$ cat config.mk
export PLATFORM = sky130hd
export DESIGN_NAME = crc16_command_framer_core
export DESIGN_NICKNAME = d
export VERILOG_FILES = /design/src/design/crcf_pkg.sv /design/src/design/crc16_command_framer_core.sv
export SDC_FILE = /design/constraint.sdc
export NUM_CORES = 1
export LEC_CHECK = 0
export BUFFER_PORTS_ARGS = -buffer_cell sky130_fd_sc_hd__buf_2
export CAP_MARGIN = 40
export CORE_MARGIN = 1.5
export CORE_UTILIZATION = 58
export DETAILED_ROUTE_END_ITERATION = 12
export PLACE_DENSITY = 0.8
export SLEW_MARGIN = 20
export SYNTH_ARGS = -nofsm -noshare
export SYNTH_HDL_FRONTEND = slang
export SYNTH_SLANG_ARGS = --single-unit
$ cat constraint.sdc
create_clock -name clk -period 7.9 [get_ports clk]
set_input_delay 0 -clock clk [delete_from_list [all_inputs] [get_ports clk]]
set_output_delay 0 -clock clk [all_outputs]
set_load 0.005 [all_outputs]
$ cat src/design/crcf_pkg.sv
// Shared types, constants and the CRC byte update for the command frame builder.
package crcf_pkg;

  localparam int unsigned MaxPayloadDefault = 100;
  localparam int unsigned BacklogDepth      = 32;
  localparam int unsigned MaxOut            = 8;
  localparam int unsigned BacklogCountW     = $clog2(BacklogDepth);
  localparam int unsigned RoomW             = BacklogCountW + 1;

  localparam logic [15:0] CrcInit = 16'hFFFF;
  localparam logic [15:0] CrcPoly = 16'hA001;

  // Results made by one item, per kind of item.
  localparam logic [3:0] ResultsHeaderEmpty = 4'd8;
  localparam logic [3:0] ResultsHeaderOne   = 4'd9;
  localparam logic [3:0] ResultsHeaderMore  = 4'd7;
  localparam logic [3:0] ResultsError       = 4'd1;
  localparam logic [3:0] ResultsDataLast    = 4'd3;
  localparam logic [3:0] ResultsDataMiddle  = 4'd1;

  typedef enum logic {
    REG_MAGIC_FIRST  = 1'b0,
    REG_MAGIC_SECOND = 1'b1
  } reg_index_t;

  typedef enum logic [1:0] {
    JOB_HEADER,
    JOB_DATA,
    JOB_ERROR
  } job_kind_t;

  typedef enum logic [3:0] {
    ST_MAGIC_FIRST,
    ST_MAGIC_SECOND,
    ST_CMD,
    ST_SEQ,
    ST_LEN_LO,
    ST_LEN_HI,
    ST_PAYLOAD,
    ST_CRC_LO,
    ST_CRC_HI,
    ST_ERROR
  } step_t;

  typedef struct packed {
    job_kind_t   kind;
    logic        finish;
    logic        has_payload;
    logic [7:0]  cmd;
    logic [7:0]  seq;
    logic [15:0] length;
    logic [7:0]  payload;
    logic [3:0]  keep;
  } job_t;

  function automatic logic [15:0] crc_update(input logic [15:0] crc, input logic [7:0] data);
    logic [15:0] c;
    c = crc ^ {8'h00, data};
    for (int k = 0; k < 8; k++) begin
      c = c[0] ? ((c >> 1) ^ CrcPoly) : (c >> 1);
    end
    return c;
  endfunction

endpackage

$ cat src/design/crc16_command_framer_core.sv
// Command frame builder: header, payload, CRC-16/MODBUS trailer, one byte per unstalled cycle.
//
//   channel  | handshake                  | payload
//   ---------+----------------------------+-----------------------------------------
//   item     | item_valid / item_ready    | cmd, seq, payload_length, payload_byte
//   result   | result_valid / result_ready| frame_byte, frame_end, frame_error
//   config   | APB write/read, pready = 1 | magic_first @ 0x0, magic_second @ 0x4
//
// An item is taken in any cycle the two-entry job queue has room; a payload item that
// continues a frame yields one byte, so a frame body streams at one byte a cycle while
// results are taken. The byte sequencer sets the rate: a frame's first item gives the
// header, first payload byte if any and trailer if the frame ends there; a middle item its
// byte; a last item its byte and trailer; an oversized frame an error; swallowed items none.
// Reset is synchronous and clears all control state; no clearing pass is needed.
// A stalled result holds in the output register while the sequencer and queue wait;
// item_ready depends only on the registered queue fill, never on result_ready.
module crc16_command_framer_core #(
  parameter int unsigned MAX_PAYLOAD = crcf_pkg::MaxPayloadDefault
) (
  input  logic        clk,
  input  logic        rst,
  // configuration port
  input  logic        psel,
  input  logic        penable,
  input  logic        pwrite,
  input  logic [2:0]  paddr,
  input  logic [31:0] pwdata,
  output logic [31:0] prdata,
  output logic        pready,
  // item channel
  input  logic        item_valid,
  output logic        item_ready,
  input  logic [7:0]  cmd,
  input  logic [7:0]  seq,
  input  logic [15:0] payload_length,
  input  logic [7:0]  payload_byte,
  // result channel
  output logic        result_valid,
  input  logic        result_ready,
  output logic [7:0]  frame_byte,
  output logic        frame_end,
  output logic        frame_error
);

  localparam logic [15:0] MaxLen = 16'(MAX_PAYLOAD);
  localparam logic [crcf_pkg::BacklogCountW-1:0] BacklogLimit =
    crcf_pkg::BacklogCountW'(crcf_pkg::BacklogDepth - crcf_pkg::MaxOut);

  // ---------------------------------------------------------------------------
  // Configuration registers
  // ---------------------------------------------------------------------------
  logic [7:0] magic_first;
  logic [7:0] magic_second;
  logic       cfg_write;

  assign pready    = 1'b1;
  assign cfg_write = psel & penable & pwrite & pready;

  always_ff @(posedge clk) begin
    if (rst) begin
      magic_first  <= '0;
      magic_second <= '0;
    end else if (cfg_write) begin
      case (crcf_pkg::reg_index_t'(paddr[2]))
        crcf_pkg::REG_MAGIC_FIRST:  magic_first  <= pwdata[7:0];
        crcf_pkg::REG_MAGIC_SECOND: magic_second <= pwdata[7:0];
        default: ;
      endcase
    end
  end

  always_comb begin
    case (crcf_pkg::reg_index_t'(paddr[2]))
      crcf_pkg::REG_MAGIC_FIRST:  prdata = {24'h000000, magic_first};
      crcf_pkg::REG_MAGIC_SECOND: prdata = {24'h000000, magic_second};
      default:                    prdata = '0;
    endcase
  end

  // ---------------------------------------------------------------------------
  // Frame tracking at item accept: classify the item and build a job for the
  // byte sequencer. backlog_count mirrors how many results a burst-limited
  // consumer would still owe; results that would overflow it are cut from the
  // tail of the job through its keep count.
  // ---------------------------------------------------------------------------
  logic [15:0] byte_position, byte_position_next;
  logic [15:0] frame_length, frame_length_next;
  logic        dropping_frame, dropping_frame_next;
  logic [crcf_pkg::BacklogCountW-1:0] backlog_count, backlog_count_next;

  logic        item_accept;
  logic        job_push;
  crcf_pkg::job_t job_new;
  logic [3:0]  made;
  logic [15:0] pos_inc;
  logic [crcf_pkg::RoomW-1:0] room;
  logic [crcf_pkg::RoomW-1:0] backlog_sum;
  logic [3:0]  kept;

  logic [1:0]  jq_count;

  assign item_ready  = (jq_count != 2'd2);
  assign item_accept = item_valid & item_ready;
  assign pos_inc     = byte_position + 16'd1;

  always_comb begin
    byte_position_next  = byte_position;
    frame_length_next   = frame_length;
    dropping_frame_next = dropping_frame;
    job_push            = 1'b0;
    made                = '0;
    job_new             = '0;
    job_new.kind        = crcf_pkg::JOB_DATA;
    job_new.cmd         = cmd;
    job_new.seq         = seq;
    job_new.length      = payload_length;
    job_new.payload     = payload_byte;

    if (byte_position == 16'd0) begin
      job_push = 1'b1;
      if (payload_length > MaxLen) begin
        // Oversized: one error result, swallow the rest of the frame.
        job_new.kind = crcf_pkg::JOB_ERROR;
        made         = crcf_pkg::ResultsError;
        if (payload_length > 16'd1) begin
          dropping_frame_next = 1'b1;
          frame_length_next   = payload_length;
          byte_position_next  = 16'd1;
        end
      end else begin
        job_new.kind        = crcf_pkg::JOB_HEADER;
        job_new.has_payload = (payload_length != 16'd0);
        job_new.finish      = (payload_length <= 16'd1);
        if (payload_length == 16'd0) begin
          made = crcf_pkg::ResultsHeaderEmpty;
        end else if (payload_length == 16'd1) begin
          made = crcf_pkg::ResultsHeaderOne;
        end else begin
          made               = crcf_pkg::ResultsHeaderMore;
          frame_length_next  = payload_length;
          byte_position_next = 16'd1;
        end
      end
    end else if (dropping_frame) begin
      byte_position_next = pos_inc;
      if (pos_inc >= frame_length) begin
        byte_position_next  = '0;
        frame_length_next   = '0;
        dropping_frame_next = 1'b0;
      end
    end else begin
      job_push            = 1'b1;
      job_new.kind        = crcf_pkg::JOB_DATA;
      job_new.has_payload = 1'b1;
      job_new.finish      = (pos_inc >= frame_length);
      byte_position_next  = pos_inc;
      made                = crcf_pkg::ResultsDataMiddle;
      if (pos_inc >= frame_length) begin
        made               = crcf_pkg::ResultsDataLast;
        byte_position_next = '0;
        frame_length_next  = '0;
      end
    end

    // Cut what no longer fits, then retire one burst worth of results.
    room        = crcf_pkg::RoomW'(crcf_pkg::BacklogDepth) - {1'b0, backlog_count};
    kept        = ({{(crcf_pkg::RoomW-4){1'b0}}, made} < room) ? made : room[3:0];
    job_new.keep = kept;
    backlog_sum = {1'b0, backlog_count} + crcf_pkg::RoomW'(kept);
    if (backlog_sum > crcf_pkg::RoomW'(crcf_pkg::MaxOut)) begin
      backlog_count_next =
        crcf_pkg::BacklogCountW'(backlog_sum - crcf_pkg::RoomW'(crcf_pkg::MaxOut));
    end else begin
      backlog_count_next = '0;
    end
  end

  always_ff @(posedge clk) begin
    if (rst) begin
      byte_position  <= '0;
      frame_length   <= '0;
      dropping_frame <= 1'b0;
      backlog_count  <= '0;
    end else if (item_accept) begin
      byte_position  <= byte_position_next;
      frame_length   <= frame_length_next;
      dropping_frame <= dropping_frame_next;
      backlog_count  <= backlog_count_next;
    end
  end

  // ---------------------------------------------------------------------------
  // Two-entry job queue between item accept and the byte sequencer
  // ---------------------------------------------------------------------------
  crcf_pkg::job_t jq_mem [2];
  logic           jq_wr;
  logic           jq_rd;
  logic           jq_push;
  logic           jq_pop;
  logic           jq_valid;
  crcf_pkg::job_t head;

  assign jq_push  = item_accept & job_push;
  assign jq_valid = (jq_count != 2'd0);
  assign head     = jq_mem[jq_rd];

  always_ff @(posedge clk) begin
    if (jq_push) begin
      jq_mem[jq_wr] <= job_new;
    end
  end

  always_ff @(posedge clk) begin
    if (rst) begin
      jq_wr    <= 1'b0;
      jq_rd    <= 1'b0;
      jq_count <= '0;
    end else begin
      if (jq_push) begin
        jq_wr <= ~jq_wr;
      end
      if (jq_pop) begin
        jq_rd <= ~jq_rd;
      end
      case ({jq_push, jq_pop})
        2'b10:   jq_count <= jq_count + 2'd1;
        2'b01:   jq_count <= jq_count - 2'd1;
        default: jq_count <= jq_count;
      endcase
    end
  end

  // ---------------------------------------------------------------------------
  // Byte sequencer: walk the head job one step a cycle unless the result stalls, fold
  // data bytes into the CRC, and load the result register for steps inside the keep count.
  // ---------------------------------------------------------------------------
  logic            job_first;
  crcf_pkg::step_t step, step_next, cur_step;
  logic [3:0]      emit_idx, cur_idx;
  logic [15:0]     crc, crc_base, crc_next;
  logic            advance;
  logic            step_last;
  logic            step_crc;
  logic            step_emit;
  logic [7:0]      step_byte;
  logic            step_end;
  logic            step_error;

  assign advance = jq_valid & (~result_valid | result_ready);
  assign jq_pop  = advance & step_last;
  assign cur_idx = job_first ? 4'd0 : emit_idx;

  always_comb begin
    cur_step = step;
    if (job_first) begin
      case (head.kind)
        crcf_pkg::JOB_HEADER: cur_step = crcf_pkg::ST_MAGIC_FIRST;
        crcf_pkg::JOB_DATA:   cur_step = crcf_pkg::ST_PAYLOAD;
        crcf_pkg::JOB_ERROR:  cur_step = crcf_pkg::ST_ERROR;
        default:              cur_step = crcf_pkg::ST_ERROR;
      endcase
    end
  end

  always_comb begin
    step_next  = cur_step;
    step_last  = 1'b0;
    step_crc   = 1'b0;
    step_byte  = '0;
    step_end   = 1'b0;
    step_error = 1'b0;
    case (cur_step)
      crcf_pkg::ST_MAGIC_FIRST: begin
        step_byte = magic_first;
        step_next = crcf_pkg::ST_MAGIC_SECOND;
      end
      crcf_pkg::ST_MAGIC_SECOND: begin
        step_byte = magic_second;
        step_next = crcf_pkg::ST_CMD;
      end
      crcf_pkg::ST_CMD: begin
        step_byte = head.cmd;
        step_crc  = 1'b1;
        step_next = crcf_pkg::ST_SEQ;
      end
      crcf_pkg::ST_SEQ: begin
        step_byte = head.seq;
        step_crc  = 1'b1;
        step_next = crcf_pkg::ST_LEN_LO;
      end
      crcf_pkg::ST_LEN_LO: begin
        step_byte = head.length[7:0];
        step_crc  = 1'b1;
        step_next = crcf_pkg::ST_LEN_HI;
      end
      crcf_pkg::ST_LEN_HI: begin
        step_byte = head.length[15:8];
        step_crc  = 1'b1;
        step_next = head.has_payload ? crcf_pkg::ST_PAYLOAD : crcf_pkg::ST_CRC_LO;
      end
      crcf_pkg::ST_PAYLOAD: begin
        step_byte = head.payload;
        step_crc  = 1'b1;
        step_next = crcf_pkg::ST_CRC_LO;
        step_last = ~head.finish;
      end
      crcf_pkg::ST_CRC_LO: begin
        step_byte = crc[7:0];
        step_next = crcf_pkg::ST_CRC_HI;
      end
      crcf_pkg::ST_CRC_HI: begin
        step_byte = crc[15:8];
        step_end  = 1'b1;
        step_last = 1'b1;
      end
      crcf_pkg::ST_ERROR: begin
        step_end   = 1'b1;
        step_error = 1'b1;
        step_last  = 1'b1;
      end
      default: begin
        step_last = 1'b1;
      end
    endcase
  end

  // The command byte opens a fresh CRC.
  assign crc_base  = (cur_step == crcf_pkg::ST_CMD) ? crcf_pkg::CrcInit : crc;
  assign crc_next  = crcf_pkg::crc_update(crc_base, step_byte);
  assign step_emit = (cur_idx < head.keep);

  always_ff @(posedge clk) begin
    if (rst) begin
      job_first <= 1'b1;
      step      <= crcf_pkg::ST_MAGIC_FIRST;
      emit_idx  <= '0;
      crc       <= crcf_pkg::CrcInit;
    end else if (advance) begin
      if (step_crc) begin
        crc <= crc_next;
      end
      if (step_last) begin
        job_first <= 1'b1;
      end else begin
        job_first <= 1'b0;
        step      <= step_next;
        emit_idx  <= cur_idx + 4'd1;
      end
    end
  end

  // ---------------------------------------------------------------------------
  // Result register
  // ---------------------------------------------------------------------------
  always_ff @(posedge clk) begin
    if (rst) begin
      result_valid <= 1'b0;
    end else if (advance & step_emit) begin
      result_valid <= 1'b1;
    end else if (result_ready) begin
      result_valid <= 1'b0;
    end
  end

  always_ff @(posedge clk) begin
    if (advance & step_emit) begin
      frame_byte  <= step_byte;
      frame_end   <= step_end;
      frame_error <= step_error;
    end
  end

  // ---------------------------------------------------------------------------
  // Assertions
  // ---------------------------------------------------------------------------
  a_queue_fill: assert property (@(posedge clk) disable iff (rst)
    jq_count <= 2'd2)
    else $error("job queue overfilled");

  a_error_ends: assert property (@(posedge clk) disable iff (rst)
    result_valid & frame_error |-> frame_end)
    else $error("error result without frame end");

  a_drop_in_frame: assert property (@(posedge clk) disable iff (rst)
    dropping_frame |-> (byte_position != 16'd0))
    else $error("dropping outside a frame");

  a_result_from_job: assert property (@(posedge clk) disable iff (rst)
    $rose(result_valid) |-> $past(jq_count != 2'd0))
    else $error("result loaded with empty job queue");

  a_backlog_bound: assert property (@(posedge clk) disable iff (rst)
    backlog_count <= BacklogLimit)
    else $error("backlog mirror out of range");

endmodule
* Yosys cells after proc, flatten, opt, wreduce, memory -nomap -nowiden
Memories as Yosys holds them, arrays and structs flattened. A register that Yosys moved wholly into a read port is not among the register bits.
Cells that the tools add are included.
** Storage, ports and cells
- Bits in registers :: 94
- Bits in writable memories :: 96
- Input port bits :: 82
- Output and inout bits :: 45
- Word-level logic and storage cells :: 152
- Memories kept :: 1
** Operators by class
- Add/sub/neg operators :: 7
- $lt $le $gt $ge :: 7
- Eq/ne operators :: 19
- Multiplexer cells :: 59
- Bitwise gates (word level) :: 23
- Reduce and logical (&&, ||, !) cells :: 19
** Memory list
- jq_mem :: words 2, bits a word 48, rd ports 1, clocked after Yosys merged registers in 1, write ports 1, line crc16_command_framer_core.sv:195 : crcf_pkg::job_t jq_mem [2];
** Operators with widths (count)
- 16-bit two-way mux :: 21
- 8-bit one-hot mux with 9 select lines :: 1
- 32-bit one-hot mux with 2 select lines :: 1
- 16-bit logical NOT :: 2
- 4-bit two-way mux :: 8
- 4-bit one-hot mux with 8 select lines :: 1
- 2-bit inverter with 3-bit output :: 8
- 1-bit two-way mux :: 18
- 16-bit by 1-bit adder with 16-bit output, second input constant :: 1
- 16-bit by 1-bit equality test with 1-bit output, second input constant :: 1
- 4-bit by 3-bit equality test with 1-bit output, second input constant :: 4
- 16-bit greater-or-equal comparator :: 1
- 16-bit by 1-bit > comparator with 1-bit output, second input constant :: 1
- 16-bit by 7-bit > comparator with 1-bit output, second input constant :: 1
- 16-bit by 1-bit <= comparator with 1-bit output, second input constant :: 1
- 16-bit nonzero test :: 1
- 16-bit by 8-bit bitwise XOR with 16-bit output :: 1
- 2-bit two-way mux :: 5
- 4-bit by 2-bit equality test with 1-bit output, second input constant :: 2
- 4-bit equality test, second input constant :: 2
- 4-bit one-hot mux with 2 select lines :: 1
- 2-bit AND reduction :: 4
- 2-bit nonzero test :: 4
- 1-bit bitwise AND :: 7
- 29 further kinds :: 37

* Depth between registers and ports, before layout
- Depth in word-level cells :: 22
- Depth in mapped cells :: 30
- Mapped depth without buffers :: 30

* Least setup slack after synthesis
Ideal clock, no wire load.
- Path kind :: register to register
- Start point :: register byte_position[0]
- End point :: register backlog_count[1] (netlist name)
- Library setup time :: 128 ps
- Arrival time :: 5489 ps
- Required time :: 7772 ps
- Setup slack :: 2283 ps
- Cell stages (with the launch flop) :: 28
- Path buffers :: 0
- Period minus slack after synthesis :: 5617 ps
- Cells stage by stage :: dfxtp_1 ha_1 nor2b_1 or2_2 ha_1 a21o_1 a21o_1 a21o_1 a21o_1 a211o_1 a21oi_1 o31ai_1 ha_1 a21boi_0 o21a_1 o21ai_0 a21oi_1 mux2i_1 ha_1 inv_1 fa_1 nor2b_1 o21ai_0 nand2b_1 xnor2_1 nand3_1 a22oi_1 nor2_1
** RTL lines
- from (decl) :: line crc16_command_framer_core.sv:86 : logic [15:0] byte_position, byte_position_next;
- from (signal assigned) :: line crc16_command_framer_core.sv:185 : byte_position <= byte_position_next;
- to (signal assigned) :: line crc16_command_framer_core.sv:188 : backlog_count <= backlog_count_next;
- to (decl) :: line crc16_command_framer_core.sv:89 : logic [crcf_pkg::BacklogCountW-1:0] backlog_count, backlog_count_next;

==> results.toml <==
[timing]
finalClockSkew_ns = 0.00997
period_needed_ns = 6.35
tightest_slew_ns = 0.924
drv_slew = 0
post-route-period-util_pct = 80.4
whs_ns = 0.0888
finalSetupViolCount = 0
hold_violations = 0
max_freq_mhz = 157
slew_headroom_pct = 36.8
rsz0062_at_grt = "false"
fin_tns_setup_ns = 0

[synthesis]
synth_edf_count = 106
syn_area_per_cell_um2 = 10.5
synth_top_cell_by_area = "edfxtp_1"
synth_seq_cells = 191
yosys_most_used_dff = "edfxtp_1"
ys_types = 71
synth_seq_area_share_pct = 50.8
synthTopCellsByArea = "edfxtp_1 33%, dfxtp_1 18%, mux2i_1 4.8%"
synthesis.area_um2 = 9620
syn_inst = 920
netlist.area_leader.share_pct = 33.1
yosys_warnings = 0
async_flop_share_pct = 0

[finish]
nNetsFinal = 1150
syn2layout_area_growth_pct = 16.4
drive_gt1_share_pct = 15.2
num_antenna_cells = 0
fill_cells = 1168

[outcome]
status = "finished, final reports clean"

[die]
fp.dieW_um = 132
placementRows = 46
die_area_um2 = 17400
initial_core_util_pct = 59.9
ios = 127
die_h_um = 132
core_um2 = 16100

[global_routing]
grt_max_degree = 63
grt_pass1_wl_um = 35800
overflow = 0
grt_use_total_pct = 26.1
antenna_found_initial = 0
grt_pass1_vias = 7084

[clocking]
root_buffer = "clkbuf_16"
numClockSinks = 191
clkLatencyLatePin_ns = 0.44
htree_levels = 4
cts_buffers = 17
cts_tree = "done"
ctsResizeCount = 0
cts_buffer_depth = 2
cts.reportedPaths.clkPinSlew_ns = 0.07
cts_setup_buffers = 0

[worst_setup_path]
crit_arrival_ns = 6.65
path_class = "reg2reg"
critPathLaunchType = "flip-flop"
critPathSlowestCell = "o31ai_1"
crit_path_max_incr_delay_ns = 0.52
critPathMaxFanout = 10
worst-path-buf-inv = 1
cp_top_family = "simple AND/OR/NAND/NOR gates"
crit_path_frequent_cell = "and3_1"
required_ns = 8.20
cp-end-kind = "flip-flop"

[pwr]
power_frac_seq_pct = 43.3
power_density_nw_per_um2 = 275
swShare_pct = 33.2
leakage_nw = 4.33
vdd_drop_max_mv = 0.181
p_switching_mw = 1.02
clkPwrFrac_pct = 28.4
internal-power_mw = 2.06
combPwrFrac_pct = 28.2

[place]
place_congestion = 0.920
hpwl_um = 15100
numPortBuffers = 75

[detailed_routing]
postRouteAntennaNets = 0
vias = 7301
via_per_inst = 5.77
drtIter0Drc = 644
drtPass1Iterations = 5
routed_wl_um = 22500
routedWlPerCell_um = 17.8
drc_errors = 0

[run]
maxCapViolations = 0

[min_path]
hold_path_class = "in2reg"
## worst register-to-register path, stage by stage, from the launching register on
cell	delay, ns
dfxtp_1	0.44
and3_1	0.21
and3_1	0.20
and3_1	0.25
and3_1	0.21
and3_1	0.21
nor2b_1	0.06
or2_2	0.30
ha_1	0.32
nand4_1	0.40
o31ai_1	0.52
ha_1	0.20
a21boi_0	0.18
o21a_1	0.13
o21ai_0	0.07
a21oi_1	0.52
mux2i_1	0.37
ha_1	0.24
inv_1	0.06
fa_1	0.40
nor2b_1	0.11
o21ai_0	0.09
nand2b_1	0.10
xnor2_1	0.16
nand3_1	0.22
a22oi_1	0.20
nor2_1	0.06
## cell type report
class | count | area [um^2] | share of cell area, %
clock buffer | 17 | 425 | 3.80
inverter | 34 | 128 | 1.14
tap | 216 | 270 | 2.41
multi-input combinational | 657 | 4340 | 38.8
clock inverter | 15 | 190 | 1.70
timing repair buffer | 135 | 956 | 8.54
sequential | 191 | 4890 | 43.6
## cells in the final DEF (no fill, tap or decap), types with 20 or more instances in the layout
| cell | count |
|---|---|
| nand2_1 | 109 |
| edfxtp_1 | 106 |
| dfxtp_1 | 84 |
| buf_2 | 75 |
| a21oi_1 | 61 |
| nor2_1 | 57 |
| dlygate4sd3_1 | 49 |
| mux2i_1 | 46 |
| o21ai_0 | 38 |
| inv_1 | 34 |
| ha_1 | 31 |
| xnor2_1 | 29 |
| conb_1 | 25 |
| nor2b_1 | 20 |
## cells by family (layout without fill, tap and decap cells)
kind of cell | Yosys count | in the layout | synth area share, %
simple gates | 296 | 296 | 14.9
flops | 191 | 191 | 50.8
other cells | 2 | 25 | 0.0781
fa+ha+maj | 32 | 32 | 4.24
mux | 66 | 66 | 7.13
xor+xnor | 47 | 47 | 5.01
buf+inv | 95 | 201 | 5.13
compound gates | 191 | 191 | 12.7
## path summary, 6_finish.rpt
check | start | to | slack (ns) | cells past startpoint
setup / recovery | byte_position[2]$_SDFFE_PP0P_ | backlog_count[1]$_SDFFE_PP0P_ | 1.55 | 26
hold / removal | item_valid | backlog_count[2]$_SDFFE_PP0P_ | 0.09 | 4
setup reg to reg | byte_position[2]$_SDFFE_PP0P_ | backlog_count[1]$_SDFFE_PP0P_ | 1.55 | 26
hold reg to reg | magic_second[1]$_SDFFE_PP0P_ | magic_second[1]$_SDFFE_PP0P_ | 0.48 | 2
## power groups by stage
| stage | clock network [mW] | registers (mW) | logic (mW) |
|---|---|---|---|
| 6_report | 0.875 | 1.33 | 0.870 |
| 5_1_grt | 0.921 | 1.35 | 0.948 |
| 4_1_cts | 0.881 | 1.33 | 0.861 |
| 3_5_place_dp | 0 | 1.35 | 0.836 |
| 3_3_place_gp | 0 | 1.35 | 0.817 |
| 2_1_floorplan | 0 | 1.32 | 0.654 |
## cell usage after synthesis, types with 3 or more instances
cell,n
nand2_1,109
edfxtp_1,106
dfxtp_1,85
a21oi_1,61
nor2_1,58
mux2i_1,46
o21ai_0,38
inv_1,34
ha_1,31
xnor2_1,29
buf_4,25
clkbuf_1,21
nor2b_1,20
nand3_1,19
or3_1,18
mux2_2,16
nor3_1,14
o211ai_1,12
xor2_1,12
and3_1,11
o22ai_1,11
buf_2,10
nand2b_1,10
a21o_1,9
and2_1,8
o221ai_1,8
a22oi_1,7
or2_2,7
a211oi_1,5
nor4_1,5
o21a_1,5
o21ai_1,5
o2bb2ai_1,5
a32oi_1,4
buf_6,4
mux2_1,4
nand4_1,4
a31oi_1,3
or2_1,3
## state kept, by name, indices dropped and copies added (netlist names), named ones only
register        count
backlog_count       5
byte_position      16
crc                16
dropping_frame      1
emit_idx            4
frame_byte          8
frame_end           1
frame_error         1
frame_length       16
job_first           1
jq_count            2
jq_mem             96
jq_rd               1
jq_wr               1
magic_first         8
magic_second        8
result_valid        1
step                4
## metrics by stage
stage | power (mW) | area [um^2] | worst slack, ns | cells | util [%]
CTS | 3.08 | 11200 | 1.59 | 1264 | 69.7
global route | 3.22 | 11200 | 0.972 | 1265 | 69.7
detailed placement | 2.19 | 10100 | 1.66 | 1183 | 62.8
global placement | 2.16 | 10100 | 1.83 | 1181 | 62.6
floorplan | 1.97 | 9700 | 2.28 | 943 | -
finish | 3.08 | 11200 | 1.55 | 1265 | 69.7
## what timing repair did
item	CTS	global route
setup endpoints to repair	0	0
hold endpoints to repair	113	0
hold buffers	49	0
## per-layer routing
| layer | wire length, um | up-vias | global-route usage [%] |
|---|---|---|---|
| met4 | 487 | 0 | 8.83 |
| met3 | 1420 | 44 | 5.50 |
| met2 | 11500 | 271 | 45.2 |
| met5 | 0 | - | 0 |
| li1 | - | 3501 | - |
| met1 | 9100 | 3485 | 32.7 |
No activity file was read; power rests on OpenSTA's default activity.
